## src/rtl/crs_pkg.sv

```systemverilog
// ----------------------------------------------------------------------------
// crs_pkg: shared types and constants for the Catmull-Rom spline sampler
// Coordinate widths, padding weights and the lane control struct.
// ----------------------------------------------------------------------------
`default_nettype none
package crs_pkg;
  localparam int CoordWidth = 32;
  localparam int FracBits   = 16;
  localparam int SampWidth  = 6;
  localparam int AccWidth   = CoordWidth + FracBits + 8;

  typedef logic signed [CoordWidth-1:0] coord_t;
  typedef logic [FracBits-1:0]          frac_t;
  typedef logic [SampWidth-1:0]         samp_t;

  // Padding weights, round(w * 2^F)
  localparam logic [FracBits:0] W033  = (FracBits+1)'((33 * (64'd1 << FracBits) + 50) / 100);
  localparam logic [FracBits:0] W066  = (FracBits+1)'((66 * (64'd1 << FracBits) + 50) / 100);
  localparam logic [FracBits:0] WHALF = (FracBits+1)'(64'd1 << (FracBits - 1));

  typedef enum logic [1:0] {ST_IDLE, ST_PAD, ST_SAMPLE, ST_LAST} state_t;

  // Per-sample control sent from the sequencer to the lanes
  typedef struct packed {
    logic  go;
    frac_t t;
    frac_t t2;
    frac_t t3;
  } lane_ctl_t;

  // a + floor(((b-a)*w + 2^(F-1)) / 2^F)
  function automatic coord_t lerp(input coord_t a, input coord_t b,
                                  input logic [FracBits:0] w);
    logic signed [CoordWidth:0]            diff;
    logic signed [CoordWidth+FracBits+2:0] prod;
    diff = (CoordWidth+1)'(b) - (CoordWidth+1)'(a);
    prod = diff * $signed({1'b0, w}) + $signed((CoordWidth+FracBits+3)'(WHALF));
    lerp = coord_t'(a + coord_t'(prod >>> FracBits));
  endfunction
endpackage
`default_nettype wire

```

## src/rtl/crs_tgen.sv

```systemverilog
// ----------------------------------------------------------------------------
// crs_tgen: parameter generator, t = floor(j*2^F/S), t2, t3
// Serial division of 2^F by S once per vertex, then t advances by a
// quotient/remainder step; t2 and t3 come out of a two-stage pipe.
// ----------------------------------------------------------------------------
`default_nettype none
module crs_tgen (
  input  wire                clk,
  input  wire                rst_n,
  input  wire                start,
  input  wire                step,
  input  wire                adv,
  input  crs_pkg::samp_t     s,
  output crs_pkg::frac_t     t,
  output crs_pkg::frac_t     t2,
  output crs_pkg::frac_t     t3,
  output logic               vld,
  output logic               pend,
  output logic               busy
);
  import crs_pkg::*;
  // q and rem come from a restoring division of 2^F by S; t is built from them
  frac_t  q_r, q_nxt, rem_r, rem_nxt, t_r, t_nxt, r_r, r_nxt;
  logic [4:0] k_r, k_nxt;
  logic   busy_r, busy_nxt;
  logic [FracBits:0] trial;
  logic [FracBits:0] rs;
  logic [2*FracBits-1:0] sq, cu;
  // stage b: t and t^2; stage c: t, t^2 and t^3
  frac_t  tb_r, t2b_r, tc_r, t2c_r, t3c_r;
  logic   vb_r, vc_r;

  always_comb begin
    busy_nxt = busy_r; k_nxt = k_r; q_nxt = q_r; rem_nxt = rem_r;
    t_nxt = t_r; r_nxt = r_r;
    trial = {rem_r, 1'b0};
    rs = '0;
    if (start) begin
      busy_nxt = 1'b1; k_nxt = 5'(FracBits); q_nxt = '0; rem_nxt = frac_t'(1);
      t_nxt = '0; r_nxt = '0;
    end else if (busy_r) begin
      if (trial >= (FracBits+1)'(s)) begin
        rem_nxt = frac_t'(trial - (FracBits+1)'(s)); q_nxt = {q_r[FracBits-2:0], 1'b1};
      end else begin
        rem_nxt = frac_t'(trial); q_nxt = {q_r[FracBits-2:0], 1'b0};
      end
      k_nxt = k_r - 5'd1;
      if (k_r == 5'd1) busy_nxt = 1'b0;
    end else if (step) begin
      rs = {1'b0, r_r} + {1'b0, rem_r};
      if (rs >= (FracBits+1)'(s)) begin
        r_nxt = frac_t'(rs - (FracBits+1)'(s)); t_nxt = t_r + q_r + frac_t'(1);
      end else begin
        r_nxt = frac_t'(rs); t_nxt = t_r + q_r;
      end
    end
  end
  // remainder of 2^F mod S: first iteration doubles 1 -> treat as 2^F
  always_ff @(posedge clk) begin
    if (!rst_n) begin
      busy_r <= 1'b0; k_r <= '0; vb_r <= 1'b0; vc_r <= 1'b0;
    end else begin
      busy_r <= busy_nxt; k_r <= k_nxt;
      if (adv) begin
        vb_r <= step; vc_r <= vb_r;
      end
    end
    q_r <= q_nxt; rem_r <= rem_nxt; t_r <= t_nxt; r_r <= r_nxt;
    if (adv) begin
      tb_r <= t_r; t2b_r <= sq[2*FracBits-1:FracBits];
      tc_r <= tb_r; t2c_r <= t2b_r; t3c_r <= cu[2*FracBits-1:FracBits];
    end
  end

  always_comb begin
    sq = (2*FracBits)'(t_r) * (2*FracBits)'(t_r);
    cu = (2*FracBits)'(t2b_r) * (2*FracBits)'(tb_r);
  end
  assign t    = tc_r;
  assign t2   = t2c_r;
  assign t3   = t3c_r;
  assign vld  = vc_r;
  assign pend = vb_r | vc_r;
  assign busy = busy_r;
endmodule
`default_nettype wire

```

## config.mk

```make
export PLATFORM = sky130hd
export DESIGN_NAME = crs_tgen
export DESIGN_NICKNAME = d
export VERILOG_FILES = /design/src/rtl/crs_pkg.sv /design/src/rtl/crs_tgen.sv
export SDC_FILE = /design/constraint.sdc
export NUM_CORES = 1
export LEC_CHECK = 0
export ABC_AREA = 1
export CORE_MARGIN = 5
export CORE_UTILIZATION = 40
export DETAILED_ROUTE_END_ITERATION = 8
export DONT_BUFFER_PORTS = 1
export GPL_TIMING_DRIVEN = 0
export HOLD_SLACK_MARGIN = 0.08
export SYNTH_ARGS = -nofsm -noshare
export SYNTH_HDL_FRONTEND = slang
export SYNTH_SLANG_ARGS = --single-unit
```

## constraint.sdc

```tcl
create_clock -name clk -period 15.4 [get_ports clk]
set_input_delay 1.54 -clock clk [delete_from_list [all_inputs] [get_ports clk]]
set_output_delay 1.54 -clock clk [all_outputs]
set_load 0.01 [all_outputs]
```

## Word level (Yosys, flattened, before mapping)

Cells that the tools add are included.

- Flip-flop bits (word level): 152
- Output and inout port bits: 51
- Input port bits: 11
- Word-level logic and storage cells: 40

- Reductions and logical operators: 3
- Eq/ne operators: 1
- Multiplexer cells: 9
- Add/subtract/negate cells: 6
- $mul: 2
- Bitwise logic cells: 3
- Magnitude comparators: 2

Operators with widths:

| kind | count |
|---|---|
| $mul A16 B16 Y32 | 2 |
| $mux W16 | 3 |
| $ge A17 B6 Y1 | 2 |
| $sub A16 B6 Y16 | 2 |
| $add A16 B16 Y17 | 1 |
| $add A16 B1 Y16 const B | 1 |
| $add A16 B16 Y16 | 1 |
| $mux W5 | 2 |
| $eq A5 B1 Y1 const B | 1 |
| $sub A5 B1 Y5 const B | 1 |
| $mux W1 | 4 |
| $not A1 Y1 | 2 |
| $reduce_and A2 Y1 | 1 |
| $reduce_bool A2 Y1 | 1 |
| $reduce_or A2 Y1 | 1 |
| $or A1 B1 Y1 | 1 |

## Depth between registers and ports, before layout

Gate-level depths: netlist of run 1.

- Depth in word-level cells: 4
- Mapped depth: 29
- Gate-level depth less buffers: 27

## Least setup slack after synthesis of run 1

OpenSTA, ideal clock, no wires.

- Path kind: register -> register
- From: register t_r[6]
- To: register t2b_r[10], data pin
- Path slack: 9.638 ns
- Data arrival time: 5.503 ns
- Clock period less this slack: 5.762 ns
- Data required time: 15.141 ns
- Setup time: 0.259 ns
- Cell stages (with the launch flop): 24
- Buffers on the path: 2
- Cell sequence: dfxtp_1 -> clkbuf_1 -> clkbuf_1 -> nand2_1 -> fa_1 -> fa_1 -> inv_1 -> fa_1 -> fa_1 -> fa_1 -> inv_1 -> fa_1 -> inv_1 -> ha_1 -> a21oi_1 -> o21ai_0 -> a21o_1 -> a21oi_1 -> nor2_1 -> nor2_1 -> o21bai_1 -> nand2_1 -> nand2_1 -> xor2_1

- Longest elaborated chain between the ends: 1

RTL lines:

| item | RTL line | RTL |
|---|---|---|
| from (decl) | crs_tgen.sv:23 | `frac_t q_r, q_nxt, rem_r, rem_nxt, t_r, t_nxt, r_r, r_nxt;` |
| from (signal assigned) | crs_tgen.sv:68 | `q_r <= q_nxt; rem_r <= rem_nxt; t_r <= t_nxt; r_r <= r_nxt;` |
| $mul A16 B16 Y32 | crs_tgen.sv:76 | `sq = (2*FracBits)'(t_r) * (2*FracBits)'(t_r);` |
| via sq[26] | crs_tgen.sv:28 | `logic [2*FracBits-1:0] sq, cu;` |
| to (signal assigned) | crs_tgen.sv:70 | `tb_r <= t_r; t2b_r <= sq[2*FracBits-1:FracBits];` |
| to (decl) | crs_tgen.sv:30 | `frac_t tb_r, t2b_r, tc_r, t2c_r, t3c_r;` |

The timed path passes the listed nets, and every way through them passes these cells.
A chain may end at the register's enable or synchronous reset.

## Final worst setup path of run 1

- From: register t2b_r[11]
- To: register t3c_r[12] (netlist: t3[12]), data pin

- Longest elaborated chain between the ends: 1

RTL lines:

| item | RTL line | RTL |
|---|---|---|
| $mul A16 B16 Y32 | crs_tgen.sv:77 | `cu = (2*FracBits)'(t2b_r) * (2*FracBits)'(tb_r);` |
| via cu[28] | crs_tgen.sv:28 |  |
| to (signal assigned) | crs_tgen.sv:71 | `tc_r <= tb_r; t2c_r <= t2b_r; t3c_r <= cu[2*FracBits-1:FracBits];` |
| to (decl) | crs_tgen.sv:30 |  |

The timed path passes the listed nets, and every way through them passes these cells.

==> results of run 1 <==
[cells by family after synthesis]
group,Yosys count,share of synthesized area
AOI/OAI and AO/OA,297,0.0676
xor gates and xnor gates,64,0.0229
adders and majority gates,606,0.419
buffers and inverters,952,0.147
DFF,152,0.157
and+or+nand+nor,1109,0.187
[flip-flops by register name (all words and copies together) (netlist names)]
signal,flops
t2,16
r_r,16
q_r,16
rem_r,16
tb_r,16
k_r,5
busy,1
vb_r,1
t3,16
t2b_r,16
vld,1
t_r,16
t,16
[worst max-delay path by stage]
stage                      to      start  depth (start not counted)  slack, ns
global route        t2b_r[10]     t_r[6]                         23       8.08
finish                 t3[12]  t2b_r[11]                         23       8.40
CTS                    t3[12]  t2b_r[11]                         23       8.39
floorplan           t2b_r[10]     t_r[6]                         23       9.64
detailed placement     t3[14]  t2b_r[11]                         22       8.42
global placement       t3[12]  t2b_r[11]                         23       8.44
[metal layers]
layer,track usage,up-vias,part of all wire
li1,-,9595,-
met1,0.265,9533,0.43
met2,0.350,512,0.48
met3,0.0337,112,0.048
met4,0.0779,0,0.041
met5,0,-,0
[power by group through the flow]
stage               combinational, mW  clock (mW)  sequential, mW
finish                           4.48       0.445           0.684
global route                     5.06       0.472           0.689
CTS                              4.50       0.460           0.687
detailed placement               4.46           0           0.696
global placement                 4.45           0           0.695
floorplan                        3.15           0           0.659
[cell type report]
type / instances / area share
plain buffers: 117 / 0.0176
clock buffers: 22 / 0.0186
clock inverters: 10 / 0.00403
inverters: 835 / 0.120
multi-input cells: 2076 / 0.654
flip-flops and latches: 152 / 0.147
well taps: 782 / 0.0375
[cells in the mapped netlist (all sizes together) (5+ instances only)]
cell type and count:
xor2 47, a31oi 10, o211ai 9, o21a 8, nand3b 6, nand4 39
xnor2 17, dfxtp 72, nor2 183, nand3 95, or2 5, o21bai 8
ha 248, edfxtp 80, o21ai 95, clkbuf 107, fa 358, a21oi 141
a221oi 5, nand2 746, nor3 26, buf 10, inv 835, a21o 5
==> impl_metrics.sql, run 1 <==
INSERT INTO impl_metrics (metric_group, metric, value, unit) VALUES
('sta', 'tns_setup', '0', 'ns'),
('layout', 'multi_input_logic_area', '0.0171', 'mm²'),
('worst_setup_path', 'worstReg2RegEnd', 't3[12]', ''),
('drt', 'routed-via-count', '19800', ''),
('yosys', 'synthesis.yosys.warnings', '0', ''),
('worst_setup_path', 'critPathKind', 'reg2reg', ''),
('worst_setup_path', 'ff2ff_path_depth', '23', ''),
('sta', 'fin_worst_skew', '0.0157', 'ns'),
('cts', 'clock-root-buffer', 'sky130_fd_sc_hd__clkbuf_16', ''),
('sta', 'rsz_0062_raised_after_global_routing', 'no', ''),
('yosys', 'yosys_register_bits', '152', ''),
('layout', 'fin_cells', '3994', ''),
('cts', 'holdBufCountCts', '0', ''),
('floorplanning', 'ios', '62', ''),
('place', 'dp_hpwl', '55800', 'µm'),
('worst_setup_path', 'critical_path.top_delay_family', 'adder cells', ''),
('worst_hold_path', 'hold_path.class', 'reg2reg', ''),
('worst_setup_path', 'worstPathBufferInverterCount', '6', ''),
('global_routing', 'grt_first_pass_wirelength', '107000', 'µm'),
('drt', 'postRouteWirelength', '67000', 'µm'),
('power', 'vdd_ir_drop_max', '328', 'µV'),
('worst_hold_path', 'holdPathStages', '0', ''),
('layout', 'utilization', '0.431', ''),
('cts', 'cts_resized', '0', ''),
('drt', 'routed_wire_length_per_instance', '16.8', 'µm'),
('worst_setup_path', 'crit_path_frequent_cell', 'sky130_fd_sc_hd__fa_1', ''),
('yosys', 'post_synth_num_cell_types', '53', ''),
('sta', 'layout_min_cycle_time', '7.00', 'ns'),
('status', 'run_status', 'finished clean', ''),
('layout', 'drive_above_1_share', '0.0224', ''),
('floorplanning', 'core.rowCount', '90', ''),
('worst_setup_path', 'critical_path.endpoint_type', 'flop', ''),
('layout', 'syn2layout_area_growth', '6.41', '%'),
('yosys', 'synth_edf_count', '80', ''),
('sta', 'post-route-worst-setup-slack', '8.40', 'ns'),
('global_routing', 'overflow', '0', ''),
('worst_setup_path', 'reg2reg_setup_slack', '8.40', 'ns'),
('layout', 'layout.filler_cells', '6146', ''),
('sta', 'fmax', '143', 'MHz'),
('cts', 'cts.sinks', '152', ''),
('sta', 'tightestPinTransition', '0.782', 'ns'),
('floorplanning', 'die-area', '0.0663', 'mm²'),
('place', 'detailedPlace.worstSlack', '8.42', 'ns'),
('floorplanning', 'placeableCoreArea', '0.0605', 'mm²'),
('global_routing', 'grt.total_usage', '0.206', ''),
('layout', 'insertedDiodeCount', '0', ''),
('yosys', 'synth-main-ff-cell', 'sky130_fd_sc_hd__edfxtp_1', ''),
('yosys', 'synthesis.area', '0.0245', 'mm²'),
('run', 'max_cap_viol_count', '0', ''),
('sta', 'hold_ws', '0.435', 'ns'),
('global_routing', 'number_of_antenna_violations_at_the_first_check_in_global_routing', '0', ''),
('cts', 'maximum_buffer_depth_of_the_clock_tree', '2', ''),
('yosys', 'ys_async_sr_fraction', '0', ''),
('floorplanning', 'fp.dieH', '257', 'µm'),
('yosys', 'synth_top_cell_area_share', '0.293', ''),
('cts', 'numCtsBuffers', '17', ''),
('power', 'p_leak', '14.9', 'nW'),
('drt', 'pre_repair_dr_iteration_count', '5', ''),
('power', 'powerDensity', '215', 'mW/mm²'),
('power', 'fin_total_pwr', '5.61', 'mW'),
('floorplanning', 'die_x', '257', 'µm'),
('yosys', 'netlist_top_cells_area', 'sky130_fd_sc_hd__fa_1 29%, sky130_fd_sc_hd__inv_1 13%, sky130_fd_sc_hd__ha_1 13%', ''),
('cts', 'tritoncts', 'built', ''),
('sta', 'final_max_slew_viol_count', '0', ''),
('layout', 'num-nets-final', '3816', ''),
('power', 'p_int', '2.47', 'mW'),
('cts', 'clkSlewWorstSetupHoldPaths', '0.07', 'ns'),
('power', 'power.share.clock', '0.079', ''),
('layout', 'final_cell_mix', '830 x sky130_fd_sc_hd__inv_1, 738 x sky130_fd_sc_hd__nand2_1, 358 x sky130_fd_sc_hd__fa_1', ''),
('cts', 'max_h_tree_level', '4', ''),
('sta', 'setup_violations', '0', '');
No activity file was read; power rests on OpenSTA's default activity.
==> inputs of run 2 (changes only) <==
==> constraint.sdc (replaced) <==
create_clock -name clk -period 7 [get_ports clk]
set_input_delay 0.7 -clock clk [delete_from_list [all_inputs] [get_ports clk]]
set_output_delay 0.7 -clock clk [all_outputs]
set_load 0.01 [all_outputs]
==> impl_metrics.sql, run 2 (synthesis results as in run 1) <==
INSERT INTO impl_metrics (metric_group, metric, value, unit) VALUES
('floorplanning', 'placeableCoreArea', '0.0605', 'mm²'),
('drt', 'drt-vias-per-instance', '4.95', ''),
('sta', 'timing.slew.headroom', '0.528', ''),
('worst_setup_path', 'ff2ff_path_depth', '23', ''),
('worst_setup_path', 'timing.critical_path.slowest_cell_delay', '0.56', 'ns'),
('power', 'power.share.clock', '0.079', ''),
('sta', 'setup_violations', '0', ''),
('power', 'total_switching_power', '6.90', 'mW'),
('worst_hold_path', 'holdPathStages', '0', ''),
('floorplanning', 'die-area', '0.0663', 'mm²'),
('sta', 'final_max_slew_viol_count', '0', ''),
('cts', 'clock_latency', '0.49', 'ns'),
('layout', 'num-nets-final', '3812', ''),
('sta', 'finalHoldViolCount', '0', ''),
('run', 'max_cap_viol_count', '0', ''),
('sta', 'fmax', '149', 'MHz'),
('sta', 'tightestPinTransition', '0.707', 'ns'),
('place', 'dp_hpwl', '55800', 'µm'),
('worst_hold_path', 'hold_path.class', 'in2reg', ''),
('worst_setup_path', 'timing.critical_path.required', '7.23', 'ns'),
('power', 'combPwrFrac', '0.797', ''),
('place', 'number_of_port_buffers', '0', ''),
('global_routing', 'number_of_antenna_violations_at_the_first_check_in_global_routing', '0', ''),
('layout', 'layout.filler_cells', '6147', ''),
('layout', 'syn2layout_area_growth', '6.48', '%'),
('global_routing', 'grt_pass1_vias', '20000', ''),
('power', 'p_int', '5.44', 'mW'),
('status', 'run_status', 'finished clean', ''),
('drt', 'postRouteWirelength', '66900', 'µm'),
('floorplanning', 'core.rowCount', '90', ''),
('cts', 'holdBufCountCts', '0', ''),
('global_routing', 'overflow', '0', ''),
('place', 'gp_congestion', '0.956', ''),
('worst_setup_path', 'critical_path_arrival', '6.95', 'ns'),
('worst_setup_path', 'r2r_start', 't_r[3]', ''),
('cts', 'clkSlewWorstSetupHoldPaths', '0.07', 'ns'),
('drt', 'pre_repair_dr_iteration_count', '5', ''),
('power', 'p_leak', '14.9', 'nW'),
('global_routing', 'grt_max_degree', '84', ''),
('layout', 'final_cell_mix', '830 x sky130_fd_sc_hd__inv_1, 738 x sky130_fd_sc_hd__nand2_1, 358 x sky130_fd_sc_hd__fa_1', ''),
('sta', 'rsz_0062_raised_after_global_routing', 'yes', ''),
('drt', 'remaining_drc_errors', '0', ''),
('worst_setup_path', 'cp_cell_instances', 'clkbuf_1 -> clkbuf_1 -> nand2_1 -> fa_1 -> fa_1 -> inv_1 -> fa_1 -> fa_1 -> fa_1 -> inv_1 -> fa_1 -> inv_1 -> ha_1 -> a21oi_1 -> o21ai_0 -> a21o_1 -> a21oi_1 -> nor2_1 -> nor2_1 -> o21bai_1 -> nand2_1 -> nand2_1 -> xor2_1', ''),
('worst_hold_path', 'worst_hold_path.endpoint', 't2[0]', ''),
('worst_setup_path', 'crit_path_top_delay_cell', 'sky130_fd_sc_hd__fa_1', ''),
('power', 'netSwitchingFraction', '0.559', ''),
('cts', 'cts.sinks', '152', ''),
('floorplanning', 'ios', '62', ''),
('drt', 'antenna_left', '0', ''),
('power', 'powerDensity', '473', 'mW/mm²'),
('global_routing', 'grt_first_pass_wirelength', '107000', 'µm'),
('floorplanning', 'initial_utilization', '0.405', ''),
('cts', 'clock-root-buffer', 'sky130_fd_sc_hd__clkbuf_16', ''),
('floorplanning', 'die_x', '257', 'µm'),
('sta', 'layout_min_cycle_time', '6.72', 'ns'),
('cts', 'max_h_tree_level', '4', ''),
('worst_setup_path', 'crit_path_frequent_cell', 'sky130_fd_sc_hd__fa_1', ''),
('worst_setup_path', 'critPathLaunchType', 'flop', ''),
('worst_setup_path', 'worst-path-max-fanout', '10', ''),
('worst_setup_path', 'critical_path.top_delay_family', 'adder cells', ''),
('worst_setup_path', 'worstPathBufferInverterCount', '5', ''),
('sta', 'fin_worst_skew', '0.0162', 'ns'),
('floorplanning', 'fp.dieH', '257', 'µm'),
('worst_setup_path', 'reg2reg_setup_slack', '0.28', 'ns'),
('power', 'vdd_ir_drop_max', '719', 'µV'),
('drt', 'routed_wire_length_per_instance', '16.8', 'µm'),
('layout', 'fin_cells', '3991', ''),
('worst_setup_path', 'worstReg2RegEnd', 't2b_r[10]', ''),
('sta', 'tns_setup', '0', 'ns'),
('drt', 'first_iter_violations', '1268', ''),
('power', 'share_seq_of_total_power', '0.124', ''),
('worst_setup_path', 'critPathKind', 'reg2reg', ''),
('place', 'dpl.cell_count', '3962', ''),
('layout', 'final_common_cell', 'sky130_fd_sc_hd__inv_1', ''),
('cts', 'maximum_buffer_depth_of_the_clock_tree', '2', ''),
('cts', 'tritoncts', 'built', ''),
('cts', 'numCtsBuffers', '17', ''),
('sta', 'share_of_the_clock_period_used_by_the_worst_path_after_layout', '0.960', ''),
('layout', 'drive_above_1_share', '0.0299', ''),
('drt', 'routed-via-count', '19700', ''),
('worst_hold_path', 'worst_hold_startpoint', 'adv', ''),
('layout', 'utilization', '0.431', ''),
('worst_setup_path', 'critical_path.endpoint_type', 'flop', ''),
('global_routing', 'grt.total_usage', '0.206', '');
==> run 2: changes by cell type in the layout (fill, tap and decap cells not counted) <==
cell	change
sky130_fd_sc_hd__clkbuf_1	-30
sky130_fd_sc_hd__buf_1	+2
sky130_fd_sc_hd__diode_2	+1
sky130_fd_sc_hd__clkbuf_2	+24
==> run 2: worst register-to-register path, cell delays in order (launching register included) <==
cell and delay [ns]:
sky130_fd_sc_hd__dfxtp_1 0.42, sky130_fd_sc_hd__clkbuf_1 0.31, sky130_fd_sc_hd__clkbuf_1 0.53, sky130_fd_sc_hd__nand2_1 0.24, sky130_fd_sc_hd__fa_1 0.56, sky130_fd_sc_hd__fa_1 0.55
sky130_fd_sc_hd__inv_1 0.05, sky130_fd_sc_hd__fa_1 0.43, sky130_fd_sc_hd__fa_1 0.51, sky130_fd_sc_hd__fa_1 0.55, sky130_fd_sc_hd__inv_1 0.05, sky130_fd_sc_hd__fa_1 0.48
sky130_fd_sc_hd__inv_1 0.05, sky130_fd_sc_hd__ha_1 0.32, sky130_fd_sc_hd__a21oi_1 0.24, sky130_fd_sc_hd__o21ai_0 0.18, sky130_fd_sc_hd__a21o_1 0.18, sky130_fd_sc_hd__a21oi_1 0.20
sky130_fd_sc_hd__nor2_1 0.06, sky130_fd_sc_hd__nor2_1 0.19, sky130_fd_sc_hd__o21bai_1 0.12, sky130_fd_sc_hd__nand2_1 0.07, sky130_fd_sc_hd__nand2_1 0.05, sky130_fd_sc_hd__xor2_1 0.15
==> run 2: worst max path at each step <==
stage,start,endpoint,slack [ns],cells after the start
global placement,t2b_r[11],t3[12],0.04,23
floorplan,t_r[6],t2b_r[10],1.24,23
CTS,t_r[6],t2b_r[10],0.03,23
finish,t_r[3],t2b_r[10],0.28,23
detailed placement,t2b_r[11],t3[14],0.02,22
global route,t_r[9],t2b_r[10],-0.05,26
==> run 2: power by group through the flow <==
stage | clock (mW) | combinational (mW) | sequential, mW
finish | 0.980 | 9.83 | 1.52
detailed placement | 0 | 9.81 | 1.53
global route | 1.04 | 11.1 | 1.53
global placement | 0 | 9.78 | 1.53
CTS | 1.01 | 9.91 | 1.51
floorplan | 0 | 6.94 | 1.45
==> run 2: timing repair <==
action,in CTS,in global routing
setup endpoints to repair,1,11
setup buffers,0,0
resized for setup,1,48
==> run 2: cell type report <==
class	instances	area, µm²	area share
diodes	1	2.50	0.0000960
plain buffers	113	473	0.0181
clock buffers	22	485	0.0186
clock inverters	10	105	0.00403
inverters	835	3130	0.120
multi-input cells	2076	17100	0.654
flip-flops and latches	152	3840	0.147
well taps	782	978	0.0375
==> run 2: stage by stage <==
stage | power [mW] | hold WS (ns) | cell area [µm²] | worst slack (ns)
2_1_floorplan | 8.39 | 0.406 | 24500 | 1.24
3_3_place_gp | 11.3 | 0.420 | 25500 | 0.0351
3_5_place_dp | 11.3 | 0.421 | 25500 | 0.0215
4_1_cts | 12.4 | 0.297 | 26100 | 0.0315
5_1_grt | 13.7 | 0.309 | 26100 | -0.0506
6_report | 12.3 | 0.341 | 26100 | 0.278
==> run 2: per-layer routing <==
layer | share of wire | track usage
met5 | 0 | 0
met4 | 0.041 | 0.0779
met3 | 0.053 | 0.0342
met2 | 0.48 | 0.349
met1 | 0.43 | 0.265
==> inputs of run 3 (changes only) <==
--- a/config.mk
+++ b/config.mk
@@ -12,6 +12,7 @@
 export DONT_BUFFER_PORTS = 1
 export GPL_TIMING_DRIVEN = 0
 export HOLD_SLACK_MARGIN = 0.08
+export PLACE_DENSITY = 0.59
 export SYNTH_ARGS = -nofsm -noshare
 export SYNTH_HDL_FRONTEND = slang
 export SYNTH_SLANG_ARGS = --single-unit
==> constraint.sdc (replaced) <==
create_clock -name clk -period 7.2 [get_ports clk]
set_input_delay 0.72 -clock clk [delete_from_list [all_inputs] [get_ports clk]]
set_output_delay 0.72 -clock clk [all_outputs]
set_load 0.01 [all_outputs]
==> impl_metrics.sql, run 3 (synthesis results as in run 1) <==
INSERT INTO impl_metrics (metric_group, metric, value, unit) VALUES
('sta', 'finalHoldViolCount', '0', ''),
('layout', 'insertedDiodeCount', '0', ''),
('layout', 'final_common_cell', 'sky130_fd_sc_hd__inv_1', ''),
('power', 'netSwitchingFraction', '0.554', ''),
('global_routing', 'grt_first_pass_wirelength', '109000', 'µm'),
('cts', 'clock_latency', '0.47', 'ns'),
('layout', 'num-nets-final', '3815', ''),
('sta', 'layout_min_cycle_time', '6.87', 'ns'),
('power', 'total_switching_power', '6.63', 'mW'),
('layout', 'multi_input_logic_area', '0.0171', 'mm²'),
('worst_setup_path', 'reg2reg_setup_slack', '0.33', 'ns'),
('drt', 'first_iter_violations', '1282', ''),
('run', 'max_cap_viol_count', '0', ''),
('layout', 'layout.filler_cells', '6278', ''),
('global_routing', 'number_of_antenna_violations_at_the_first_check_in_global_routing', '1', ''),
('cts', 'tritoncts', 'built', ''),
('place', 'dp_hpwl', '56100', 'µm'),
('worst_setup_path', 'critical_path_arrival', '7.09', 'ns'),
('floorplanning', 'initial_utilization', '0.405', ''),
('layout', 'syn2layout_area_growth', '6.34', '%'),
('global_routing', 'overflow', '0', ''),
('worst_setup_path', 'critical_path.endpoint_type', 'flop', ''),
('cts', 'clkSlewWorstSetupHoldPaths', '0.07', 'ns'),
('worst_setup_path', 'worst-path-max-fanout', '10', ''),
('power', 'p_int', '5.33', 'mW'),
('worst_setup_path', 'critPathLaunchType', 'flop', ''),
('power', 'power.share.clock', '0.077', ''),
('global_routing', 'grt.total_usage', '0.206', ''),
('cts', 'maximum_buffer_depth_of_the_clock_tree', '2', ''),
('layout', 'drive_above_1_share', '0.0234', ''),
('floorplanning', 'die_x', '257', 'µm'),
('sta', 'fmax', '145', 'MHz'),
('worst_setup_path', 'timing.critical_path.required', '7.41', 'ns'),
('worst_hold_path', 'hold_path.class', 'in2reg', ''),
('power', 'combPwrFrac', '0.800', ''),
('power', 'powerDensity', '459', 'mW/mm²'),
('power', 'vdd_ir_drop_max', '853', 'µV'),
('power', 'p_leak', '14.9', 'nW'),
('sta', 'timing.slew.headroom', '0.511', ''),
('drt', 'postRouteWirelength', '67100', 'µm'),
('global_routing', 'grt_max_degree', '84', ''),
('floorplanning', 'placeableCoreArea', '0.0605', 'mm²'),
('floorplanning', 'core.rowCount', '90', ''),
('sta', 'tightestPinTransition', '0.733', 'ns'),
('cts', 'cts.sinks', '152', ''),
('cts', 'clock-root-buffer', 'sky130_fd_sc_hd__clkbuf_16', ''),
('drt', 'antenna_left', '0', ''),
('sta', 'final_max_slew_viol_count', '0', ''),
('cts', 'numCtsBuffers', '17', ''),
('sta', 'hold_ws', '0.370', 'ns'),
('worst_setup_path', 'critPathKind', 'reg2reg', ''),
('global_routing', 'grt_pass1_vias', '19800', ''),
('layout', 'final_cell_mix', '830 x sky130_fd_sc_hd__inv_1, 738 x sky130_fd_sc_hd__nand2_1, 358 x sky130_fd_sc_hd__fa_1', ''),
('power', 'fin_total_pwr', '12.0', 'mW'),
('drt', 'routed_wire_length_per_instance', '16.8', 'µm'),
('drt', 'pre_repair_dr_iteration_count', '6', ''),
('drt', 'routed-via-count', '19600', ''),
('place', 'number_of_port_buffers', '0', ''),
('sta', 'rsz_0062_raised_after_global_routing', 'yes', ''),
('drt', 'drt-vias-per-instance', '4.90', ''),
('cts', 'holdBufCountCts', '0', ''),
('sta', 'fin_worst_skew', '0.0156', 'ns'),
('sta', 'share_of_the_clock_period_used_by_the_worst_path_after_layout', '0.955', ''),
('sta', 'setup_violations', '0', ''),
('floorplanning', 'die-area', '0.0663', 'mm²'),
('floorplanning', 'fp.dieH', '257', 'µm'),
('power', 'share_seq_of_total_power', '0.123', ''),
('floorplanning', 'ios', '62', ''),
('cts', 'max_h_tree_level', '4', ''),
('drt', 'remaining_drc_errors', '0', ''),
('status', 'run_status', 'finished clean', ''),
('layout', 'seq_area', '0.00384', 'mm²'),
('place', 'gp_congestion', '0.944', '');
-- run 3: cell count changes in the layout (fill, tap and decap cells not counted), sizes merged --
cell and delta:
inv +1, diode -1, buf -2, clkbuf +4
-- run 3: metrics by stage --
stage	std cells	setup slack [ns]	instance area (µm²)	util	setup TNS, ns
floorplan	3180	1.44	24500	-	0
global placement	3962	0.224	25500	0.421	0
detailed placement	3962	0.175	25500	0.421	0
CTS	3994	0.148	26000	0.431	0
global route	3993	-0.00615	26000	0.431	-0.00615
finish	3993	0.325	26000	0.431	0
-- run 3: power by group through the flow --
stage / Combinational [mW] / Clock [mW] / Sequential [mW]
finish: 9.57 / 0.920 / 1.47
global placement: 9.63 / 0 / 1.49
global route: 10.8 / 0.973 / 1.48
CTS: 9.73 / 0.945 / 1.47
floorplan: 6.74 / 0 / 1.41
detailed placement: 9.65 / 0 / 1.49
-- run 3: worst paths after layout --
kind | from | to | cells after the start
max | t_r[6] | t2b_r[10] | 23
min reg2reg | t2b_r[2] | t2[2] | 0
min | adv | t2[0] | 0
max reg2reg | t_r[6] | t2b_r[10] | 23
-- run 3: critical path, cell delays in order (launching register included) --
cell and delay (ns):
sky130_fd_sc_hd__dfxtp_1 0.64, sky130_fd_sc_hd__clkbuf_1 0.46, sky130_fd_sc_hd__clkbuf_2 0.37, sky130_fd_sc_hd__nand2_1 0.12, sky130_fd_sc_hd__fa_1 0.56, sky130_fd_sc_hd__fa_1 0.50, sky130_fd_sc_hd__inv_1 0.06, sky130_fd_sc_hd__fa_1 0.49
sky130_fd_sc_hd__fa_1 0.51, sky130_fd_sc_hd__fa_1 0.49, sky130_fd_sc_hd__inv_1 0.05, sky130_fd_sc_hd__fa_1 0.48, sky130_fd_sc_hd__inv_1 0.04, sky130_fd_sc_hd__ha_1 0.32, sky130_fd_sc_hd__a21oi_1 0.24, sky130_fd_sc_hd__o21ai_0 0.17
sky130_fd_sc_hd__a21o_1 0.18, sky130_fd_sc_hd__a21oi_1 0.23, sky130_fd_sc_hd__nor2_1 0.07, sky130_fd_sc_hd__nor2_1 0.21, sky130_fd_sc_hd__o21bai_1 0.13, sky130_fd_sc_hd__nand2_1 0.07, sky130_fd_sc_hd__nand2_1 0.06, sky130_fd_sc_hd__xor2_1 0.15
-- run 3: final cells by class --
cell class	instances	area share
Tap cell	782	0.0376
Sequential cell	152	0.148
Clock buffer	21	0.0177
Buffer	116	0.0176
Clock inverter	11	0.00423
Inverter	835	0.120
Multi-Input combinational cell	2076	0.655
-- run 3: metal layers --
metal  vias to the layer above  global-route usage  routed length [µm]
met5                         -                   0                  13
met4                         2              0.0651                2070
met3                        85              0.0233                2970
met2                       471               0.352               32400
met1                      9420               0.276               29700
li1                       9603                   -                   -
-- run 3: what timing repair did --
action	in CTS	in global routing
endpoints found under the setup margin	0	4
gates resized for setup	0	8
buffers inserted	0	0
